===== config.mk =====
export PLATFORM = sky130hd
export DESIGN_NAME = wind_vane_average_and_decode_flat
export DESIGN_NICKNAME = d
export VERILOG_FILES = /design/src/hw/rtl/wvad_pkg.sv /design/src/hw/rtl/wvad_sample_if.sv /design/src/hw/rtl/wvad_result_if.sv /design/src/hw/rtl/wvad_divider.sv /design/src/hw/rtl/wind_vane_average_and_decode.sv /design/src/flat_wrapper.sv
export SDC_FILE = /design/constraint.sdc
export NUM_CORES = 1
export LEC_CHECK = 0
export BUFFER_PORTS_ARGS = -buffer_cell sky130_fd_sc_hd__buf_2
export CELL_PAD_IN_SITES_DETAIL_PLACEMENT = 1
export CELL_PAD_IN_SITES_GLOBAL_PLACEMENT = 2
export CORE_MARGIN = 10
export CORE_UTILIZATION = 30
export DETAILED_ROUTE_END_ITERATION = 8
export PLACE_DENSITY_LB_ADDON = 0.1
export SETUP_SLACK_MARGIN = 0.4
export SYNTH_ARGS = -nofsm -noshare
export SYNTH_HDL_FRONTEND = slang
export SYNTH_SLANG_ARGS = --single-unit
export TNS_END_PERCENT = 20

===== constraint.sdc =====
create_clock -name clk -period 6.9 [get_ports clk]
set_input_delay 0.345 -clock clk [delete_from_list [all_inputs] [get_ports clk]]
set_output_delay 0.345 -clock clk [all_outputs]
set_load 0.02 [all_outputs]

===== src/hw/rtl/wvad_pkg.sv =====
// Package for the wind vane averager and direction decoder.
// Holds field widths, reset values and the fixed vane range table.
// No dependencies; every other file of the block but wvad_divider refers to it.
package wvad_pkg;

	localparam int unsigned SAMPLE_W       = 10;
	localparam int unsigned DIR_W          = 5;
	localparam int unsigned MAG_W          = 4;
	localparam int unsigned WINDOW_DEFAULT = 10;
	localparam int unsigned VANE_RANGES    = 15;
	localparam int unsigned RANGE_IDX_W    = $clog2(VANE_RANGES);

	localparam logic [SAMPLE_W-1:0] REJECT_RESET = 10'd1000;

	typedef struct packed {
		logic        [SAMPLE_W-1:0] lo;
		logic        [SAMPLE_W-1:0] hi;
		logic signed [DIR_W-1:0]    dir;
	} vane_range_t;

	localparam vane_range_t VANE_TABLE [VANE_RANGES] = '{
		'{lo: 10'd750, hi: 10'd800, dir:  5'sd0},
		'{lo: 10'd690, hi: 10'd730, dir: -5'sd1},
		'{lo: 10'd865, hi: 10'd885, dir: -5'sd2},
		'{lo: 10'd815, hi: 10'd850, dir: -5'sd3},
		'{lo: 10'd925, hi: 10'd945, dir: -5'sd4},
		'{lo: 10'd590, hi: 10'd615, dir: -5'sd5},
		'{lo: 10'd605, hi: 10'd625, dir: -5'sd6},
		'{lo: 10'd240, hi: 10'd260, dir: -5'sd7},
		'{lo: 10'd265, hi: 10'd285, dir:  5'sd8},
		'{lo: 10'd120, hi: 10'd135, dir:  5'sd7},
		'{lo: 10'd155, hi: 10'd175, dir:  5'sd6},
		'{lo: 10'd50,  hi: 10'd74,  dir:  5'sd5},
		'{lo: 10'd65,  hi: 10'd85,  dir:  5'sd4},
		'{lo: 10'd435, hi: 10'd465, dir:  5'sd2},
		'{lo: 10'd400, hi: 10'd420, dir:  5'sd1}
	};

endpackage


===== src/hw/rtl/wvad_sample_if.sv =====
// Valid/ready channel that carries one vane ADC sample per transaction.
// Depends on wvad_pkg for the sample width.
interface wvad_sample_if;
	logic                          valid;
	logic                          ready;
	logic [wvad_pkg::SAMPLE_W-1:0] sample;

	modport source (output valid, output sample, input ready);
	modport sink (input valid, input sample, output ready);
endinterface


===== src/hw/rtl/wvad_result_if.sv =====
// Valid/ready channel that carries one decoded direction and window average.
// Depends on wvad_pkg for the field widths.
interface wvad_result_if;
	logic                              valid;
	logic                              ready;
	logic signed [wvad_pkg::DIR_W-1:0] direction_signed;
	logic [wvad_pkg::MAG_W-1:0]        direction_magnitude;
	logic [wvad_pkg::SAMPLE_W-1:0]     average_raw;

	modport source (output valid, output direction_signed, output direction_magnitude,
		output average_raw, input ready);
	modport sink (input valid, input direction_signed, input direction_magnitude,
		input average_raw, output ready);
endinterface


===== src/hw/rtl/wvad_divider.sv =====
// Restoring unsigned divider, one quotient bit per clock cycle.
// Standalone, no package dependency.
module wvad_divider #(
	parameter int unsigned NUM_W = 16,
	parameter int unsigned DEN_W = 7
) (
	input  logic             clk,
	input  logic             arst_n,
	input  logic             start,
	input  logic [NUM_W-1:0] dividend,
	input  logic [DEN_W-1:0] divisor,
	output logic             done,
	output logic [NUM_W-1:0] quotient
);

	localparam int unsigned STEP_W = $clog2(NUM_W + 1);

	logic             busy_q;
	logic             done_q;
	logic [STEP_W-1:0] step_q;
	logic [DEN_W-1:0] rem_q;
	logic [DEN_W-1:0] div_q;
	logic [NUM_W-1:0] quo_q;

	logic [DEN_W:0] shifted;
	logic [DEN_W:0] diff;
	logic           ge;

	assign shifted = {rem_q, quo_q[NUM_W-1]};
	assign diff    = shifted - {1'b0, div_q};
	assign ge      = shifted >= {1'b0, div_q};

	always_ff @(posedge clk or negedge arst_n) begin
		if (!arst_n) begin
			busy_q <= 1'b0;
			done_q <= 1'b0;
			step_q <= '0;
		end else begin
			done_q <= 1'b0;
			if (start) begin
				busy_q <= 1'b1;
				step_q <= STEP_W'(NUM_W);
			end else if (busy_q) begin
				step_q <= step_q - 1'b1;
				if (step_q == STEP_W'(1)) begin
					busy_q <= 1'b0;
					done_q <= 1'b1;
				end
			end
		end
	end

	always_ff @(posedge clk) begin
		if (start) begin
			quo_q <= dividend;
			div_q <= divisor;
			rem_q <= '0;
		end else if (busy_q) begin
			rem_q <= ge ? diff[DEN_W-1:0] : shifted[DEN_W-1:0];
			quo_q <= {quo_q[NUM_W-2:0], ge};
		end
	end

	assign done     = done_q;
	assign quotient = quo_q;

endmodule


===== src/hw/rtl/wind_vane_average_and_decode.sv =====
// Wind vane window averager and direction decoder, top level.
// Depends on wvad_pkg, wvad_sample_if, wvad_result_if and wvad_divider.
//
// Usage: vane samples arrive on the vane channel, one per transaction. A sample
// above the reject_q register (written through cfg_we/cfg_wdata, reset
// value 1000) is dropped from the average but still counts toward the window.
// After WINDOW samples the window closes and one result goes out on the
// heading channel: the signed direction in 22.5 degree steps, its magnitude,
// and the truncated average. Other samples produce no result.
// Flow: a sample that does not close a window leaves vane ready for the next.
// A closing sample starts the bit-serial divider (skipped when no sample was
// kept), then a scan of the fifteen-entry range table, one entry per cycle,
// then a load of the output register; vane is not ready again until that
// load is done.
// The result sits in an output register; while the receiver stalls, samples
// keep being taken, and only a following window close waits for it.
// Reset clears the window, the held average and direction, and the output.
module wind_vane_average_and_decode #(
	parameter int unsigned WINDOW = wvad_pkg::WINDOW_DEFAULT
) (
	input  logic                          clk,
	input  logic                          arst_n,
	input  logic                          cfg_we,
	input  logic [wvad_pkg::SAMPLE_W-1:0] cfg_wdata,
	wvad_sample_if.sink                   vane,
	wvad_result_if.source                 heading
);

	localparam int unsigned CNT_W = $clog2(WINDOW + 1);
	localparam int unsigned SUM_W = wvad_pkg::SAMPLE_W + CNT_W;
	localparam int unsigned SW    = wvad_pkg::SAMPLE_W;
	localparam int unsigned DW    = wvad_pkg::DIR_W;
	localparam int unsigned IW    = wvad_pkg::RANGE_IDX_W;

	typedef enum logic [1:0] {
		S_IDLE,
		S_DIV,
		S_SCAN,
		S_EMIT
	} state_t;

	state_t                state_q;
	logic [SW-1:0]         reject_q;
	logic [SUM_W-1:0]      sum_q;
	logic [CNT_W-1:0]      count_q;
	logic [CNT_W-1:0]      pos_q;
	logic [SW-1:0]         prev_avg_q;
	logic signed [DW-1:0]  held_dir_q;
	logic [SW-1:0]         avg_q;
	logic signed [DW-1:0]  dir_q;
	logic [IW-1:0]         idx_q;
	logic                  out_valid_q;
	logic signed [DW-1:0]  out_dir_q;
	logic [wvad_pkg::MAG_W-1:0] out_mag_q;
	logic [SW-1:0]         out_avg_q;

	logic                  take;
	logic                  keep;
	logic [SUM_W-1:0]      sum_next;
	logic [CNT_W-1:0]      count_next;
	logic [CNT_W-1:0]      pos_next;
	logic                  closing;
	logic                  div_done;
	logic [SUM_W-1:0]      div_quotient;
	logic                  out_free;
	logic                  hit;
	logic [DW-1:0]         dir_neg;
	wvad_pkg::vane_range_t entry;

	assign vane.ready = (state_q == S_IDLE);
	assign take       = vane.valid && vane.ready;
	assign keep       = vane.sample <= reject_q;
	assign sum_next   = sum_q + (keep ? SUM_W'(vane.sample) : SUM_W'(0));
	assign count_next = count_q + (keep ? CNT_W'(1) : CNT_W'(0));
	assign pos_next   = pos_q + CNT_W'(1);
	assign closing    = pos_next == CNT_W'(WINDOW);
	assign out_free   = !out_valid_q || heading.ready;
	assign entry      = wvad_pkg::VANE_TABLE[idx_q];
	assign hit        = (avg_q >= entry.lo) && (avg_q <= entry.hi);
	assign dir_neg    = DW'(-dir_q);

	wvad_divider #(
		.NUM_W(SUM_W),
		.DEN_W(CNT_W)
	) u_divider (
		.clk      (clk),
		.arst_n   (arst_n),
		.start    (take && closing && (count_next != '0)),
		.dividend (sum_next),
		.divisor  (count_next),
		.done     (div_done),
		.quotient (div_quotient)
	);

	always_ff @(posedge clk or negedge arst_n) begin
		if (!arst_n) begin
			reject_q <= wvad_pkg::REJECT_RESET;
		end else if (cfg_we) begin
			reject_q <= cfg_wdata;
		end
	end

	always_ff @(posedge clk or negedge arst_n) begin
		if (!arst_n) begin
			state_q     <= S_IDLE;
			sum_q       <= '0;
			count_q     <= '0;
			pos_q       <= '0;
			prev_avg_q  <= '0;
			held_dir_q  <= '0;
			avg_q       <= '0;
			dir_q       <= '0;
			idx_q       <= '0;
			out_valid_q <= 1'b0;
			out_dir_q   <= '0;
			out_mag_q   <= '0;
			out_avg_q   <= '0;
		end else begin
			if (state_q == S_EMIT && out_free) begin
				out_valid_q <= 1'b1;
				out_dir_q   <= dir_q;
				out_mag_q   <= dir_q[DW-1] ? dir_neg[wvad_pkg::MAG_W-1:0]
					: dir_q[wvad_pkg::MAG_W-1:0];
				out_avg_q   <= avg_q;
			end else if (heading.ready) begin
				out_valid_q <= 1'b0;
			end
			unique case (state_q)
				S_IDLE: begin
					if (take) begin
						if (closing) begin
							sum_q   <= '0;
							count_q <= '0;
							pos_q   <= '0;
							dir_q   <= held_dir_q;
							idx_q   <= '0;
							if (count_next == '0) begin
								avg_q   <= prev_avg_q;
								state_q <= S_SCAN;
							end else begin
								state_q <= S_DIV;
							end
						end else begin
							sum_q   <= sum_next;
							count_q <= count_next;
							pos_q   <= pos_next;
						end
					end
				end
				S_DIV: begin
					if (div_done) begin
						avg_q   <= div_quotient[SW-1:0];
						state_q <= S_SCAN;
					end
				end
				S_SCAN: begin
					if (hit) begin
						dir_q <= entry.dir;
					end
					if (idx_q == IW'(wvad_pkg::VANE_RANGES - 1)) begin
						state_q <= S_EMIT;
					end else begin
						idx_q <= idx_q + 1'b1;
					end
				end
				S_EMIT: begin
					if (out_free) begin
						held_dir_q  <= dir_q;
						prev_avg_q  <= avg_q;
						state_q     <= S_IDLE;
					end
				end
				default: begin
					state_q <= S_IDLE;
				end
			endcase
		end
	end

	assign heading.valid               = out_valid_q;
	assign heading.direction_signed    = out_dir_q;
	assign heading.direction_magnitude = out_mag_q;
	assign heading.average_raw         = out_avg_q;

endmodule


===== src/flat_wrapper.sv =====
// flat-port wrapper written by rule: the top's interface ports become plain ports
module wind_vane_average_and_decode_flat 
#(
	parameter int unsigned WINDOW = wvad_pkg::WINDOW_DEFAULT
)
  (clk, arst_n, cfg_we, cfg_wdata, vane_valid, vane_sample, vane_ready, heading_valid, heading_direction_signed, heading_direction_magnitude, heading_average_raw, heading_ready);
  wvad_sample_if vane_i ();
  wvad_result_if heading_i ();
  input  logic clk;
  input  logic arst_n;
  input  logic cfg_we;
  input  logic [wvad_pkg::SAMPLE_W-1:0] cfg_wdata;
  input wire logic [$bits(vane_i.valid)-1:0] vane_valid;
  input wire logic [$bits(vane_i.sample)-1:0] vane_sample;
  output wire logic [$bits(vane_i.ready)-1:0] vane_ready;
  output wire logic [$bits(heading_i.valid)-1:0] heading_valid;
  output wire logic [$bits(heading_i.direction_signed)-1:0] heading_direction_signed;
  output wire logic [$bits(heading_i.direction_magnitude)-1:0] heading_direction_magnitude;
  output wire logic [$bits(heading_i.average_raw)-1:0] heading_average_raw;
  input wire logic [$bits(heading_i.ready)-1:0] heading_ready;
  assign vane_i.valid = vane_valid;
  assign vane_i.sample = vane_sample;
  assign vane_ready = vane_i.ready;
  assign heading_valid = heading_i.valid;
  assign heading_direction_signed = heading_i.direction_signed;
  assign heading_direction_magnitude = heading_i.direction_magnitude;
  assign heading_average_raw = heading_i.average_raw;
  assign heading_i.ready = heading_ready;
  wind_vane_average_and_decode #(.WINDOW(WINDOW)) u_core (.clk(clk), .arst_n(arst_n), .cfg_we(cfg_we), .cfg_wdata(cfg_wdata), .vane(vane_i), .heading(heading_i));
endmodule

## Word level (Yosys, flattened, before mapping)

Memories as Yosys holds them, arrays and structs flattened.
Cells that the tools add are included.

- Register bits after elaboration: 116
- ROM bits: 400
- Bits of input ports: 25
- Output and inout port bits: 21
- Word-level logic and storage cells: 109
- Memories: 1

- $add $sub $neg: 7
- Magnitude comparators: 5
- Equal/unequal tests: 14
- Muxes and demuxes: 41
- Bitwise logic cells: 1
- Reductions and logical operators: 20

Memories:

| name | depth | width | read ports | clocked after Yosys merged registers in | write ports | RTL line | text |
|---|---|---|---|---|---|---|---|
| (no name shown) | 16 | 25 | 1 | 0 | 0 | wind_vane_average_and_decode.sv:78 | `assign entry = wvad_pkg::VANE_TABLE[idx_q];` |

Operators with widths:

| kind | number |
|---|---|
| $mux 10 | 5 |
| $mux 25 | 2 |
| $mux 14 | 3 |
| $mux 4 | 9 |
| $le 10x10->1 | 2 |
| $pmux 10 s2 | 1 |
| $mux 5 | 3 |
| $add 14x14->14 | 1 |
| $mux 2 | 6 |
| $ge 10x10->1 | 1 |
| $ne 2x2->1 const B | 5 |
| $pmux 5 s2 | 1 |
| $reduce_and 5->1 | 2 |
| $mux 1 | 9 |
| $add 4x1->4 const B | 2 |
| $eq 4x4->1 const B | 2 |
| $pmux 2 s4 | 1 |
| $pmux 4 s2 | 1 |
| $reduce_and 4->1 | 2 |
| $reduce_bool 2->1 | 4 |
| $ne 2x1->1 const B | 3 |
| $ge 5x4->1 | 1 |
| $ge 5x5->1 const B | 1 |
| $logic_and 1x1->1 | 5 |
| 14 further kinds | 16 |

## Longest topological paths before layout

- Depth after elaboration: 8
- Depth in mapped cells: 16
- Depth with buffers taken out: 15

## Cells and area by module

A second synthesis with hierarchy kept.

- Cell total of the unflattened synthesis: 695
- Area, all modules: 6,608.8 sq um

Modules (own cells, without submodules):

| module | times used | cells each | area an instance (sq um) | sequential area each (sq um) |
|---|---|---|---|---|
| wind_vane_average_and_decode | 1 | 593 | 5,257.5 | 1,809.2 |
| wvad_divider | 1 | 102 | 1,351.3 | 770.7 |

## Least setup slack after synthesis

No wires, ideal clock.

- Path type: flip-flop to flip-flop
- From: register u_core.reject_q[3]
- To: register u_core.u_divider.quo_q[0] (netlist: u_core.u_divider.quotient[0]), enable pin
- Setup time: 0.371 ns
- Data arrival time: 3.115 ns
- Required time: 6.529 ns
- Slack: 3.414 ns
- Stages on the path, launching flop included: 16
- Buffers on the path: 2
- Clock period less this slack: 3.486 ns
- Path through: dfstp_2 inv_1 ha_1 a21o_1 a21o_1 a21oi_1 o211ai_1 nand2_1 ha_1 ha_1 xor2_1 nor4_1 or3_1 buf_2 buf_6 nand2b_1

- Longest elaborated chain between the ends: 6

Ends and longest elaborated chain:

| what | RTL line | text |
|---|---|---|
| from (decl) | wind_vane_average_and_decode.sv:43 | `logic [SW-1:0] reject_q;` |
| from (signal assigned) | wind_vane_average_and_decode.sv:97 | `reject_q <= wvad_pkg::REJECT_RESET;` |
| from (signal assigned) | wind_vane_average_and_decode.sv:99 | `reject_q <= cfg_wdata;` |
| $le 10x10->1 | wind_vane_average_and_decode.sv:72 | `assign keep = vane.sample <= reject_q;` |
| $mux 1 | wind_vane_average_and_decode.sv:74 | `assign count_next = count_q + (keep ? CNT_W'(1) : CNT_W'(0));` |
| $add 4x4->4 | wind_vane_average_and_decode.sv:74 |  |
| via u_core.count_next[2] | wind_vane_average_and_decode.sv:60 | `logic [CNT_W-1:0] count_next;` |
| $reduce_bool 4->1 | wind_vane_average_and_decode.sv:88 | `.start (take && closing && (count_next != '0)),` |
| $logic_and 1x1->1 | wind_vane_average_and_decode.sv:88 |  |
| $reduce_bool 2->1 (no line) | -- |  |
| to (signal assigned) | wvad_divider.sv:55 | `quo_q <= dividend;` |
| to (signal assigned) | wvad_divider.sv:60 | `quo_q <= {quo_q[NUM_W-2:0], ge};` |
| to (decl) | wvad_divider.sv:23 | `logic [NUM_W-1:0] quo_q;` |

The timed path passes the listed nets, and every way through them passes these cells.
A chain may end at the register's enable or synchronous reset.

## Final worst setup path

- From: register u_core.reject_q[7]
- To: register u_core.u_divider.quo_q[3] (netlist: u_core.u_divider.quotient[3]), enable pin

Same word-level chain as after synthesis.

==> summary.md <==
| Metric | Value |
|---|---|
| Status | `completed` |
| RD Place Congestion | `about 0.78` |
| Internal Dissipation | `1.57 mW` |
| Hold Violations, Final | `0` |
| Main combinational cell family by area after synthesis | `compound AO/OA/AOI/OAI gates` |
| Adder-cell area share of the yosys netlist | `approximately an eighth` |
| Core area | `approximately 21,000 sq um` |
| Yosys Warn Count | `0` |
| Remaining global-route overflow | `0` |
| Synthesized-area fraction occupied by ao, oa, aoi and oai cells | `approximately 17%` |
| Number of antenna violations at the first check in global routing | `0` |
| Portion of total power attributed to the clock network | `20.4%` |
| Top library cells by usage in the layout, fill and taps aside | `sky130_fd_sc_hd__nand2_1, sky130_fd_sc_hd__o21ai_0, sky130_fd_sc_hd__dfrtp_1, sky130_fd_sc_hd__ha_1, sky130_fd_sc_hd__buf_2` |
| Area fraction in and, or, nand and nor cells after synthesis | `between 10% and 20%` |
| Endpoint kind of the worst setup timing path | `flop` |
| Gr usage total | `13.6%` |
| Sinks on Clock Net | `100` |
| Die Span X | `165 um` |
| Top flip-flop cell by instance count after synthesis | `sky130_fd_sc_hd__dfrtp_1` |
| Final setup viols | `0` |
| Ratio of cells with drive above 1 in the final layout | `~14%` |
| Data arrival time at the worst-slack endpoint | `around 4.7 ns` |
| Iter 0 DRT Violations | `roughly 210` |
| FFs w/ async S/R, synth | `between 70 and 80%` |
| Crit path required time | `slightly below 7 ns` |
| Setup Total Neg Slack | `0 ns` |
| Logic gate share of total power | `roughly 46%` |
| Leading cell type in the layout, fill and taps excluded | `sky130_fd_sc_hd__nand2_1` |
| Post-layout utilization of the core | `approximately a third` |
| TritonCTS clock tree | `built` |
| I/O pins | `46` |
| Sum of routed wire length over all layers | `approximately 18,000 um` |
| Height of the die | `between 150 and 200 um` |
| Largest area contributor in the synthesized netlist | `sky130_fd_sc_hd__dfrtp_1` |
| Avg WL per Cell | `18.1 um` |
| Hold Worst Slack | `approximately 0.19 ns` |
| Std cell rows | `53` |
| Detailed-router iteration count before antenna repair | `4` |
| P_leak | `~3.3 nW` |
| Post-synthesis net count | `roughly 770` |
| Crit path launch type | `flop` |
| Clock slew at the register clock pins of the worst setup and hold paths | `roughly 0.080 ns` |
| Via total after detailed routing | `4,918` |
| Seq/Total Area, Yosys | `roughly two fifths` |
| Area added between synthesis and finish | `12.9%` |
| Maximum number of pins on one net before global-route repair | `47` |
| Hold crit path type | `in -> reg` |
| Main area contributors after synthesis | `sky130_fd_sc_hd__dfrtp_1, sky130_fd_sc_hd__ha_1, sky130_fd_sc_hd__edfxtp_1` |
| Synth cell types | `64` |
| Portion of the clock cycle consumed by the worst path in the final layout | `just under 70%` |
| DRT antenna net count | `0` |
| Number of nets at the end of the flow | `approximately 800` |
| Post-Synthesis Cell Area | `~6300 sq um` |
| Starting utilization of the core area | `a little under a third` |
| Worst-case clock skew | `approximately 0.009 ns` |
| Clock latency at the later pin of the worst-skew pair | `between 0.3 and 0.4 ns` |
| Max Clock Freq | `~210 MHz` |
| Fin. max-slew vios | `0` |
| Relative slew slack | `roughly a third` |
| Mux share of post-synthesis cell area | `6.20%` |
| Critical-path maximum fanout | `31` |
| Peak VDD IR | `between 100 and 150 uV` |
| Register-to-Register Setup Slack | `between 2 and 2.5 ns` |
| Mean number of vias per cell | `approximately 5.0` |
| Transition time at the pin with the least slew margin | `approximately 1.0 ns` |
| Syn avg cell area | `9.37 sq um` |
| EDFF count, synth | `18` |
| Unrepaired setup endpoints after global routing | `false` |
| Fraction of synthesized cell area in xor and xnor cells | `under 10%` |
| Number of hold buffers added after cts | `1` |
| TritonCTS Buffers | `9` |
| DIE AREA | `27,300 sq um` |
| Wire length of the first global-routing pass | `29,100 um` |
| Pwr per Cell Area | `a little under 400 nW/um^2` |
| Residual DRC count | `0` |
| Diode count | `0` |
| Sequential share of power | `34.0%` |
| HPWL Detailed | `13,600 um` |
| Number of setup buffers added after CTS | `0` |
| IO buf count | `45` |
| CTS HTree Levels | `3` |
| Number of buffers between clock root and the deepest sink | `2` |
| Number of standard cells after synthesis | `approximately 670` |
| Type of the setup path with the least slack | `reg -> reg` |
| Number of global-route vias before repair | `approximately 5,200` |
| Clock root buffer master | `sky130_fd_sc_hd__clkbuf_16` |
| Cells resized by post-CTS repair | `0` |
| Share of total power consumed by net switching | `~43%` |
| Net switching power | `approximately 1.2 mW` |
| Max-cap check violation count | `0` |
| Post-synthesis register bit count | `100` |
| Fin crit period | `between 4 and 5 ns` |
| Yosys top cell area share | `between 20 and 30%` |
[state kept, by name, indices dropped and copies added, names as in the netlist, 2 cells and up]
| signal | cells |
|---|---|
| u_core.avg_q | 10 |
| u_core.count_q | 4 |
| u_core.dir_q | 5 |
| u_core.heading.direction_magnitude | 4 |
| u_core.heading.direction_signed | 4 |
| u_core.idx_q | 4 |
| u_core.pos_q | 4 |
| u_core.prev_avg_q | 10 |
| u_core.reject_q | 10 |
| u_core.state_q | 2 |
| u_core.sum_q | 14 |
| u_core.u_divider.div_q | 4 |
| u_core.u_divider.quotient | 14 |
| u_core.u_divider.rem_q | 4 |
| u_core.u_divider.step_q | 4 |
[worst max-delay path, cell delays in order, from the launching register on]
cell	delay, ns
sky130_fd_sc_hd__dfstp_2	0.52
sky130_fd_sc_hd__inv_1	0.04
sky130_fd_sc_hd__ha_1	0.29
sky130_fd_sc_hd__nand4_1	0.14
sky130_fd_sc_hd__nor2_1	0.18
sky130_fd_sc_hd__a21oi_1	0.09
sky130_fd_sc_hd__o211ai_1	0.12
sky130_fd_sc_hd__nand2_1	0.26
sky130_fd_sc_hd__ha_1	0.28
sky130_fd_sc_hd__ha_1	0.21
sky130_fd_sc_hd__xor2_1	0.18
sky130_fd_sc_hd__nor4_1	0.50
sky130_fd_sc_hd__or3_1	0.87
sky130_fd_sc_hd__nand2b_1	0.63
[cells in the mapped netlist (5+ instances only)]
| master | instances |
|---|---|
| sky130_fd_sc_hd__clkbuf_1 | 21 |
| sky130_fd_sc_hd__dfstp_2 | 6 |
| sky130_fd_sc_hd__xnor2_1 | 16 |
| sky130_fd_sc_hd__a21o_1 | 10 |
| sky130_fd_sc_hd__mux2_2 | 16 |
| sky130_fd_sc_hd__edfxtp_1 | 18 |
| sky130_fd_sc_hd__o31ai_1 | 8 |
| sky130_fd_sc_hd__xor2_1 | 7 |
| sky130_fd_sc_hd__nand2b_1 | 10 |
| sky130_fd_sc_hd__nand2_1 | 111 |
| sky130_fd_sc_hd__and2_1 | 13 |
| sky130_fd_sc_hd__a31oi_1 | 5 |
| sky130_fd_sc_hd__a22o_1 | 8 |
| sky130_fd_sc_hd__nand3_1 | 18 |
| sky130_fd_sc_hd__a21oi_1 | 29 |
| sky130_fd_sc_hd__dfrtp_1 | 72 |
| sky130_fd_sc_hd__ha_1 | 64 |
| sky130_fd_sc_hd__nor2_1 | 21 |
| sky130_fd_sc_hd__nand4_1 | 7 |
| sky130_fd_sc_hd__inv_1 | 38 |
| sky130_fd_sc_hd__nor2b_1 | 7 |
| sky130_fd_sc_hd__mux2i_1 | 20 |
| sky130_fd_sc_hd__o21ai_0 | 76 |
[path summary, 6_finish.rpt]
kind                                                       start                               endpoint  cells past startpoint
setup reg to reg                              u_core.reject_q[7]           u_core.u_divider.quotient[3]                     13
max in group asynchronous                                 arst_n                        u_core.sum_q[8]                      3
min in group asynchronous                                 arst_n                        u_core.idx_q[0]                      2
setup / recovery                              u_core.reject_q[7]           u_core.u_divider.quotient[3]                     13
hold / removal                                      cfg_wdata[4]                     u_core.reject_q[4]                      3
hold reg to reg            u_core.heading.direction_magnitude[2]  u_core.heading.direction_magnitude[2]                      2
[logic make-up (layout without fill, tap and decap cells)]
family | after synthesis | count (layout)
compound gates | 169 | 169
xor+xnor | 23 | 23
fa+ha+maj | 66 | 66
buf+inv | 69 | 107
flops | 100 | 100
mux | 37 | 37
simple gates | 210 | 210
[through the flow]
step | instances | power (mW) | setup slack, ns | instance area (sq um)
finish | 987 | 2.74 | 2.16 | 7130
global route | 987 | 2.99 | 1.57 | 7130
CTS | 987 | 2.80 | 2.02 | 7130
detailed placement | 970 | 2.22 | 2.03 | 6800
global placement | 970 | 2.17 | 2.22 | 6800
floorplan | 674 | 1.81 | 3.41 | 6320
[cell type report]
| class | count | area [sq um] |
|---|---|---|
| flip-flops and latches | 100 | 2580 |
| fillers | 2425 | 13800 |
| well taps | 275 | 344 |
| clock buffers | 9 | 225 |
| clock inverters | 7 | 95.1 |
| multi-input cells | 505 | 3460 |
| repair buffers | 51 | 275 |
| inverters | 40 | 150 |
[routing by layer]
| metal | vias to the layer above | share of wire [%] | global-route usage (%) |
|---|---|---|---|
| met2 | 34 | 50 | 23.1 |
| met4 | 0 | 0.74 | 2.66 |
| met3 | 10 | 2.9 | 3.05 |
| met1 | 2437 | 47 | 17.4 |
| li1 | 2437 | - | - |
| met5 | - | 0 | 0 |
[power groups by stage]
stage | Clock [mW] | Combinational [mW] | Sequential [mW]
2_1_floorplan | 0 | 0.883 | 0.929
3_3_place_gp | 0 | 1.24 | 0.938
3_5_place_dp | 0 | 1.28 | 0.945
4_1_cts | 0.584 | 1.28 | 0.934
5_1_grt | 0.612 | 1.42 | 0.959
6_report | 0.560 | 1.25 | 0.931
(Power assumes the default switching activity.)
